[config.mk]
export PLATFORM = sky130hd
export DESIGN_NAME = positional_list_engine_unit
export DESIGN_NICKNAME = d
export VERILOG_FILES = /design/src/design/plist_pkg.sv /design/src/design/plist_ctrl.sv /design/src/design/plist_datapath.sv /design/src/design/positional_list_engine_unit.sv
export SDC_FILE = /design/constraint.sdc
export NUM_CORES = 1
export LEC_CHECK = 0
export BUFFER_PORTS_ARGS = -buffer_cell sky130_fd_sc_hd__buf_2
export CAP_MARGIN = 10
export CELL_PAD_IN_SITES_DETAIL_PLACEMENT = 2
export CELL_PAD_IN_SITES_GLOBAL_PLACEMENT = 2
export CORE_MARGIN = 2
export CORE_UTILIZATION = 29
export DETAILED_ROUTE_END_ITERATION = 8
export HOLD_SLACK_MARGIN = 0.1
export PLACE_DENSITY = 0.6
export SLEW_MARGIN = 15
export SYNTH_ARGS = -nofsm -noshare
export SYNTH_HDL_FRONTEND = slang
export SYNTH_SLANG_ARGS = --single-unit
[constraint.sdc]
create_clock -name clk -period 5.62 [get_ports clk]
set_input_delay 0.843 -clock clk [delete_from_list [all_inputs] [get_ports clk]]
set_output_delay 0.843 -clock clk [all_outputs]
set_load 0.03 [all_outputs]
[src/design/plist_pkg.sv]
// Shared types, operation and status codes, and defaults for the positional list engine.
package plist_pkg;

  localparam int DEF_CAPACITY = 16;

  typedef enum logic [1:0] {
    FUNC_INSERT = 2'd0,
    FUNC_READ   = 2'd1,
    FUNC_DELETE = 2'd2,
    FUNC_CLEAR  = 2'd3
  } func_t;

  typedef enum logic [1:0] {
    STATUS_OK     = 2'd0,
    STATUS_FULL   = 2'd1,
    STATUS_BADPOS = 2'd2
  } status_t;

  typedef struct packed {
    logic [1:0]         func;
    logic [4:0]         position;
    logic signed [31:0] value;
  } in_word_t;

  typedef struct packed {
    logic [1:0]         status;
    logic signed [31:0] read_value;
    logic [4:0]         entry_count;
  } out_word_t;

  typedef struct packed {
    logic full;
    logic ins_pos_ok;
    logic acc_pos_ok;
  } dp_flags_t;

  typedef struct packed {
    logic       load;
    logic       do_insert;
    logic       do_delete;
    logic       do_clear;
    logic       rd_ok;
    logic [1:0] status;
  } dp_cmd_t;

endpackage

[src/design/plist_ctrl.sv]
// Controller: handshake state machine and operation decode for the positional list engine.
module plist_ctrl
  import plist_pkg::*;
(
  input  logic      clk,
  input  logic      rst,
  input  logic      in_valid,
  output logic      in_stall,
  input  logic [1:0] func,
  input  dp_flags_t flags,
  output logic      out_valid,
  input  logic      out_stall,
  output dp_cmd_t   cmd
);

  typedef enum logic [1:0] {
    S_EMPTY = 2'b01,
    S_HELD  = 2'b10
  } state_t;

  state_t state;
  state_t state_next;
  logic   accept;

  assign in_stall  = (state == S_HELD) && out_stall;
  assign accept    = in_valid && !in_stall;
  assign out_valid = (state == S_HELD);

  always_comb begin
    state_next = state;
    case (state)
      S_EMPTY: begin
        if (accept) state_next = S_HELD;
      end
      S_HELD: begin
        if (!accept && !out_stall) state_next = S_EMPTY;
      end
      default: state_next = S_EMPTY;
    endcase
  end

  always_ff @(posedge clk) begin
    if (rst) begin
      state <= S_EMPTY;
    end else begin
      state <= state_next;
    end
  end

  always_comb begin
    cmd        = '0;
    cmd.load   = accept;
    cmd.status = STATUS_OK;
    case (func)
      FUNC_INSERT: begin
        if (flags.full) begin
          cmd.status = STATUS_FULL;
        end else if (!flags.ins_pos_ok) begin
          cmd.status = STATUS_BADPOS;
        end else begin
          cmd.do_insert = accept;
        end
      end
      FUNC_READ: begin
        if (!flags.acc_pos_ok) begin
          cmd.status = STATUS_BADPOS;
        end else begin
          cmd.rd_ok = 1'b1;
        end
      end
      FUNC_DELETE: begin
        if (!flags.acc_pos_ok) begin
          cmd.status = STATUS_BADPOS;
        end else begin
          cmd.do_delete = accept;
        end
      end
      FUNC_CLEAR: begin
        cmd.do_clear = accept;
      end
      default: cmd.status = STATUS_OK;
    endcase
  end

endmodule

[src/design/plist_datapath.sv]
// Datapath: entry registers with parallel shift, entry count, and result register.
module plist_datapath
  import plist_pkg::*;
#(
  parameter int CAPACITY = DEF_CAPACITY
)
(
  input  logic      clk,
  input  logic      rst,
  input  in_word_t  in_word,
  input  dp_cmd_t   cmd,
  output dp_flags_t flags,
  output out_word_t out_word
);

  logic signed [31:0] entries [CAPACITY];
  logic signed [31:0] entries_next [CAPACITY];
  logic [4:0]         count;
  logic [4:0]         count_next;
  logic [4:0]         pos_m1;
  logic signed [31:0] rd_data;

  assign pos_m1 = in_word.position - 5'd1;

  assign flags.full       = (count >= 5'(CAPACITY));
  assign flags.ins_pos_ok = (in_word.position != 5'd0) &&
                            ({1'b0, in_word.position} <= ({1'b0, count} + 6'd1));
  assign flags.acc_pos_ok = (in_word.position != 5'd0) && (in_word.position <= count);

  always_comb begin
    rd_data = '0;
    for (int k = 0; k < CAPACITY; k++) begin
      if (5'(k) == pos_m1) rd_data = entries[k];
    end
  end

  always_comb begin
    for (int k = 0; k < CAPACITY; k++) begin
      entries_next[k] = entries[k];
    end
    if (cmd.do_insert) begin
      if (pos_m1 == 5'd0) entries_next[0] = in_word.value;
      for (int k = 1; k < CAPACITY; k++) begin
        if (5'(k) == pos_m1) begin
          entries_next[k] = in_word.value;
        end else if (5'(k) > pos_m1) begin
          entries_next[k] = entries[k-1];
        end
      end
    end else if (cmd.do_delete) begin
      for (int k = 0; k < CAPACITY - 1; k++) begin
        if (5'(k) >= pos_m1) entries_next[k] = entries[k+1];
      end
    end
  end

  always_comb begin
    count_next = count;
    if (cmd.do_clear) begin
      count_next = 5'd0;
    end else if (cmd.do_insert) begin
      count_next = count + 5'd1;
    end else if (cmd.do_delete) begin
      count_next = count - 5'd1;
    end
  end

  always_ff @(posedge clk) begin
    if (rst) begin
      count <= 5'd0;
    end else begin
      count <= count_next;
    end
  end

  always_ff @(posedge clk) begin
    for (int k = 0; k < CAPACITY; k++) begin
      entries[k] <= entries_next[k];
    end
    if (cmd.load) begin
      out_word.status      <= cmd.status;
      out_word.read_value  <= cmd.rd_ok ? rd_data : 32'sd0;
      out_word.entry_count <= count_next;
    end
  end

endmodule

[src/design/positional_list_engine_unit.sv]
// Top level of the positional list engine: controller and datapath.
// A result word appears in the cycle after its input word is accepted.
// One word per cycle unless output stalls; insert and delete shift entries in parallel.
// The result register frees in the cycle its word is taken, so input is stalled
// only while a result waits under output stall.
// Reset empties the list and drops any held result; entry and result contents stay unknown.
module positional_list_engine_unit
  import plist_pkg::*;
#(
  parameter int CAPACITY = DEF_CAPACITY
)
(
  input  logic      clk,
  input  logic      rst,
  input  logic      in_valid,
  output logic      in_stall,
  input  in_word_t  in_word,
  output logic      out_valid,
  input  logic      out_stall,
  output out_word_t out_word
);

  dp_cmd_t   cmd;
  dp_flags_t flags;

  plist_ctrl u_ctrl (
    .clk       (clk),
    .rst       (rst),
    .in_valid  (in_valid),
    .in_stall  (in_stall),
    .func      (in_word.func),
    .flags     (flags),
    .out_valid (out_valid),
    .out_stall (out_stall),
    .cmd       (cmd)
  );

  plist_datapath #(
    .CAPACITY (CAPACITY)
  ) u_datapath (
    .clk      (clk),
    .rst      (rst),
    .in_word  (in_word),
    .cmd      (cmd),
    .flags    (flags),
    .out_word (out_word)
  );

endmodule

==> summary.md, run 1 <==
| Metric | Value |
|---|---|
| Initial antenna violation count | `12` |
| Critical path class | `input port to flop` |
| H-tree levels | `3` |
| Actual slew at the worst max-slew pin | `1.10 ns` |
| Final min period | `4.37 ns` |
| Crit path buf inv count | `4` |
| Outcome | `complete, no violations` |
| Max-Cap Viols | `0` |
| Most numerous cell in the Yosys netlist | `nand2_1` |
| Register area share after synthesis | `49.7%` |
| Post-Syn Area | `33600 um^2` |
| # DRC | `0` |
| Critical Path RT | `5.90 ns` |
| Rel. slew slack | `26.5%` |
| Post-synth net total | `3711` |
| Area grow syn2layout | `13.6%` |
| RePlAce Congestion | `0.789` |
| CP max stage cell | `buf_4` |
| Filler Cell Count | `12600` |
| Peak VDD IR | `180 uV` |
| CTS tree | `yes` |
| Min-Delay Path Class | `input port to flop` |
| Largest stage delay, worst path | `0.63 ns` |
| Worst-case reg-to-reg path depth | `12` |
| Die Width | `344 um` |
| Root buf cell | `clkbuf_16` |
| Synth Instances | `3648` |
| Post-DP Area | `36000 um^2` |
| Routed wire length | `161000 um` |
| Post-CTS sizing | `0` |
| Largest net degree at the start of global routing | `201` |
| Top cell type by total area after synthesis | `edfxtp_1` |
| Chip Height | `344 um` |
| CP Launch Type | `input port` |
| Cts-stage hold buffer count | `0` |
| Inserted Clock Buffers | `74` |
| Final Net Count | `3644` |
| Data arrival, critical path | `4.65 ns` |
| GRT Total Usage | `26.6%` |
| Top cell by count, worst path | `buf_4` |
| I/O Pins | `84` |
| Vias post-DR | `30400` |
| Post-CTS setup buffer count | `0` |
| Setup skew after layout | `0.0278 ns` |
| Prevailing post-synth register cell | `edfxtp_1` |
| Fin Setup TNS | `0 ns` |
| Synth unique cells | `79` |
| Ranking of synthesized cells by area | `edfxtp_1 49%, nand2_1 9.9%, mux2i_1 7.5%, o21ai_0 4.9%, a31oi_1 4.7%` |
| Leakage | `0.0148 uW` |
| Critical-path cell list | `buf_2 > inv_1 > ha_1 > nor3b_2 > xnor2_1 > and2_2 > buf_4 > nand2_2 > a21oi_4 > buf_4` |
| Final ANT Viol Nets | `0` |
| Vias per cell | `5.90` |
| Power density cells | `274 nW/um^2` |
| Core ar. | `115000 um^2` |
| Avg WL per Cell | `31.2 um` |
| Cell Rows | `124` |
| Initial Utilization | `29.3%` |
| Clock transition at path regs | `0.06 ns` |
| Total gr overflow | `0` |
| Synth cell count leaders | `889 x nand2_1, 551 x edfxtp_1, 330 x o21ai_0` |
| Fin. Hold Viols | `0` |
| Vias in the first global route | `31800` |
| Post-DP HPWL | `99100 um` |
| Clock Sink Count | `558` |
| Stages on worst setup path | `10` |
| Yosys reg bits | `558` |
| Fmax | `229 MHz` |
| Max Slew Vio Count | `0` |
| Layout cell share with drive strength beyond 1 | `11.1%` |
| Global-route wire length before repair | `230000 um` |
| Worst Path Max Fanout | `32` |
| CTS Buffer Depth | `3` |
| Cell family contributing the most delay on the critical path | `buffers and inverters` |
| Post-layout util | `33.3%` |
| Initial drt markers | `2691` |
| Worst skew pair latency | `0.64 ns` |
| DR pass1 iterations | `5` |
| Post-synth EDFFs | `551` |
| Syn. warnings | `0` |
| RSZ-0062 raised after global routing | `no` |
| Final worst path period share | `77.7%` |
| IO buf count | `83` |
| Hold depth | `2` |
| Final Setup Violations | `0` |
| Post-route cell area | `38200 um^2` |
| Synth top area share | `49.3%` |
| Ys async rst share | `0%` |
| Die footprint | `119000 um^2` |
| Syn avg cell area | `9.21 um^2` |
| Endpoint type of the worst setup path | `flop` |
per-stage QoR:
stage               hold slack, ns  total power (uW)  std cells  worst slack [ns]
detailed placement           0.543              5970       5017             0.661
CTS                          0.397             10600       5146              1.33
global route                 0.437             10800       5147              1.17
global placement             0.531              5950       5017             0.682
floorplan                    0.477              5430       3648             0.248
finish                       0.437             10500       5149              1.25
power by group:
part	leakage [uW]	total [uW]	switching (uW)	internal [uW]
Combinational	0.00862	1190	863	322
Clock	0.00107	4560	2000	2560
Sequential	0.00508	4710	71.5	4640
Total	0.0148	10500	2930	7520
per-layer routing:
| metal | track usage [%] | vias up | share of wire, % |
|---|---|---|---|
| li1 | - | 13300 | - |
| met5 | 0 | - | 0.029 |
| met1 | 36.8 | 15900 | 45 |
| met4 | 9.47 | 8 | 3.5 |
| met2 | 42.7 | 952 | 45 |
| met3 | 3.52 | 274 | 5.6 |
worst reg2reg max path: cells and delay by family, from the launching register on:
kind | cells | cell delay (ns)
AND/OR/NAND/NOR | 3 | 1.57
AO/OA/AOI/OAI | 4 | 0.83
adder cells (fa/ha/maj) | 2 | 0.60
buffers and inverters | 3 | 0.51
flip-flops | 1 | 0.47
logic make-up after synthesis:
logic type	share of synthesized area, %
AND/OR/NAND/NOR	16.4
AO/OA/AOI/OAI	19.3
flip-flops	49.7
buffers and inverters	4.97
multiplexers	8.65
adder cells (fa/ha/maj)	0.745
XOR/XNOR	0.183
placed cells by master (no fill, tap or decap), drive strengths merged, types with 9 or more instances in the layout:
cell type,netlist,routed
mux2,35,35
o221ai,10,10
ha,20,20
nand4,26,26
o22ai,57,57
clkbuf,178,94
o31ai,21,21
buf,168,203
a31oi,255,255
inv,30,33
a41o,22,22
o31a,24,24
edfxtp,551,551
nor3,20,20
clkinv,1,29
nand2,891,891
o211ai,23,23
o32ai,9,9
a2bb2oi,15,15
mux2i,251,251
nor2,288,288
a22oi,52,52
and2,11,11
nand3,78,78
o21ai,332,332
a21oi,132,132
a211oi,37,37
a221o,9,9
final timing paths:
check / end / start / slack, ns
setup reg to reg: u_datapath.entries[0][242] / u_datapath.count[0] / 1.36
setup / recovery: u_datapath.entries[0][152] / in_word[33] / 1.25
hold reg to reg: u_datapath.entries[1][221] / u_datapath.entries[1][253] / 0.56
hold / removal: u_ctrl.state[1] / rst / 0.44
area by class of cell:
cell class                 instances  area (um^2)  area share (%)
tap                             1512         1890            4.96
sequential                       558        16700            43.7
clock inverter                    35          226           0.594
antenna                            3         7.51          0.0197
timing repair buffer             203         1660            4.34
multi-input combinational       2713        15600            40.9
clock buffer                      94         1970            5.16
inverter                          31          116           0.305
sequential cells by signal (all words and copies together), names as in the netlist:
name / cells
u_datapath.entries: 512
u_datapath.out_word: 39
u_datapath.count: 5
u_ctrl.state: 2
Note: power is estimated with default switching activity, not from simulation.
==> inputs of run 2 (changes only) <==
==> constraint.sdc (replaced) <==
create_clock -name clk -period 3.84 [get_ports clk]
set_input_delay 0.576 -clock clk [delete_from_list [all_inputs] [get_ports clk]]
set_output_delay 0.576 -clock clk [all_outputs]
set_load 0.03 [all_outputs]
==> summary.md, run 2 (synthesized netlist as in run 1, its figures left out) <==
| Metric | Value |
|---|---|
| Outcome | `complete, no violations` |
| Inserted Clock Buffers | `73 (-1.4%)` |
| CTS tree | `yes` |
| Initial drt markers | `2691 (unchanged)` |
| I/O Pins | `84 (unchanged)` |
| Fin. Hold Viols | `0 (unchanged)` |
| Commonest non-fill, non-tap cell in the layout | `nand2_1` |
| Critical path class | `flop to flop` |
| DR pass1 iterations | `5 (unchanged)` |
| Final min period | `3.61 ns` |
| Top reg by flops | `u_datapath.entries` |
| Worst-case reg-to-reg path depth | `13 (+1)` |
| GRT Total Usage | `27.1% (+0.43 points)` |
| RePlAce Congestion | `0.841 (+6.5%)` |
| Post-CTS setup buffer count | `0 (unchanged)` |
| Initial antenna violation count | `9 (-3)` |
| Cell Rows | `124 (unchanged)` |
| Endpoint type of the worst setup path | `flop` |
| Power density cells | `401 nW/um^2 (+46%)` |
| Setup skew after layout | `0.0327 ns (+0.00489 ns)` |
| Worst skew pair latency | `0.68 ns (+0.04 ns)` |
| Leakage | `0.0154 uW (+4.2%)` |
| Largest net degree at the start of global routing | `118 (-41%)` |
| Worst Path Max Fanout | `20 (-38%)` |
| Avg WL per Cell | `31.1 um (-0.18%)` |
| Final worst path period share | `94.1%` |
| Vias post-DR | `30800 (+1.5%)` |
| Critical Path RT | `4.17 ns (-1.73 ns)` |
| Filler Cell Count | `12500 (-0.65%)` |
| Minimum hold slack | `0.162 ns (-0.276 ns)` |
| Data arrival, critical path | `3.95 ns (-0.70 ns)` |
| Chip Height | `344 um (unchanged)` |
| IO buf count | `83 (unchanged)` |
| Final Net Count | `3715 (+1.9%)` |
| Multi-input logic area | `15600 um^2 (about the same)` |
| Total gr overflow | `0 (unchanged)` |
| Root buf cell | `clkbuf_16` |
| Cts-stage hold buffer count | `0 (unchanged)` |
| Clock Sink Count | `558 (unchanged)` |
| Routed wire length | `163000 um (+1.3%)` |
| Max Slew Vio Count | `0 (unchanged)` |
| Largest regs | `u_datapath.entries x512, u_datapath.out_word x39, u_datapath.count x5` |
| Min-Delay Path Class | `input port to flop` |
| Most frequent cells in the layout | `881 x nand2_1, 551 x edfxtp_1, 329 x o21ai_0` |
| Hold depth | `2 (unchanged)` |
| Die footprint | `119000 um^2 (unchanged)` |
| Vias per cell | `5.90 (about the same)` |
| Actual slew at the worst max-slew pin | `1.12 ns (+0.0177 ns)` |
| H-tree levels | `3 (unchanged)` |
| Global-route wire length before repair | `234000 um (+1.8%)` |
| Final Setup Violations | `0 (unchanged)` |
| Vias in the first global route | `31900 (+0.41%)` |
| Post-DP HPWL | `104000 um (+4.8%)` |
| Rel. slew slack | `25.2% (-1.3 points)` |
| Fmax | `277 MHz` |
| CP Launch Type | `flop` |
| Worst R2R Setup Slack | `0.23 ns (-1.13 ns)` |
| Layout cell share with drive strength beyond 1 | `13.2% (+2.1 points)` |
| Max reg flops | `512 (unchanged)` |
| Die Width | `344 um (unchanged)` |
| Post-CTS sizing | `0 (unchanged)` |
| Final ANT Viol Nets | `0 (unchanged)` |
| Peak VDD IR | `293 uV (+62%)` |
| Post-DP Area | `37000 um^2 (+2.9%)` |
| # DRC | `0 (unchanged)` |
| RSZ-0062 raised after global routing | `no` |
| Clock transition at path regs | `0.06 ns (about the same)` |
| Sequential cell area | `16700 um^2 (unchanged)` |
| CTS Buffer Depth | `3 (unchanged)` |
| Initial Utilization | `29.3% (unchanged)` |
| Core ar. | `115000 um^2 (unchanged)` |
| Max-Cap Viols | `0 (unchanged)` |
| Area grow syn2layout | `17.2%` |
| Post-route cell area | `39400 um^2 (+3.1%)` |
==> run 2: cell types whose count changed in the layout (fill, tap and decap cells not counted), sizes merged <==
cell      before  now
buf          203  275
clkbuf        94   89
clkinvlp       2    1
inv           33   34
clkinv        29   32
bufinv         2    6
==> run 2: final cells by class <==
cell class | instances | share of cell area (%)
flip-flops and latches | 558 | 42.4
inverters | 31 | 0.296
repair buffers | 275 | 6.84
multi-input cells | 2713 | 39.7
well taps | 1512 | 4.81
clock inverters | 42 | 0.998
clock buffers | 89 | 4.98
diodes | 3 | 0.0191
==> run 2: path summary, 6_finish.rpt <==
| path | to | startpoint |
|---|---|---|
| worst max-delay path | u_datapath.entries[1][29] | u_datapath.count[0] |
| worst min-delay path | u_ctrl.state[1] | rst |
| worst max register to register | u_datapath.entries[1][29] | u_datapath.count[0] |
| worst min register to register | u_datapath.count[3] | u_datapath.count[3] |
==> run 2: where the power goes <==
| part | leakage (uW) | internal [uW] | switching [uW] |
|---|---|---|---|
| clock network | 0.00116 | 4040 | 3010 |
| logic | 0.00915 | 543 | 1300 |
| registers | 0.00508 | 6790 | 100 |
| total | 0.0154 | 11400 | 4410 |
==> run 2: worst max-delay path, cell delays in order (launching register included) <==
cell and delay [ns]:
dfxtp_1 0.44, inv_1 0.17, ha_1 0.31, inv_1 0.09, ha_1 0.24, nor2b_1 0.14, o21a_1 0.16, o21bai_1 0.18
a21o_1 0.25, a32o_1 0.30, nand2_8 0.19, buf_4 0.24, a21oi_4 0.26, buf_12 0.29
==> run 2: stage by stage <==
| stage | util [%] | TNS (ns) | instances | total power (uW) | setup WS [ns] |
|---|---|---|---|---|---|
| after CTS | 34.3 | 0 | 5220 | 15900 | 0.180 |
| after floorplan | - | 0 | 3648 | 7960 | 0.00247 |
| final | 34.3 | 0 | 5223 | 15800 | 0.226 |
| after global routing | 34.3 | 0 | 5221 | 16200 | 0.0245 |
| after global placement | 32.2 | -0.0737 | 5088 | 8800 | -0.0343 |
| after detailed placement | 32.3 | -0.000423 | 5089 | 8830 | -0.000423 |
==> run 2: layer usage <==
metal | share of wire (%) | global-route usage [%] | vias up | routed length [um]
met5 | 0.012 | 0.240 | - | 20
met4 | 2.6 | 7.53 | 2 | 4290
met3 | 5.1 | 3.67 | 202 | 8240
met2 | 46 | 43.8 | 840 | 74900
met1 | 46 | 37.7 | 16400 | 75200
li1 | - | - | 13400 | -
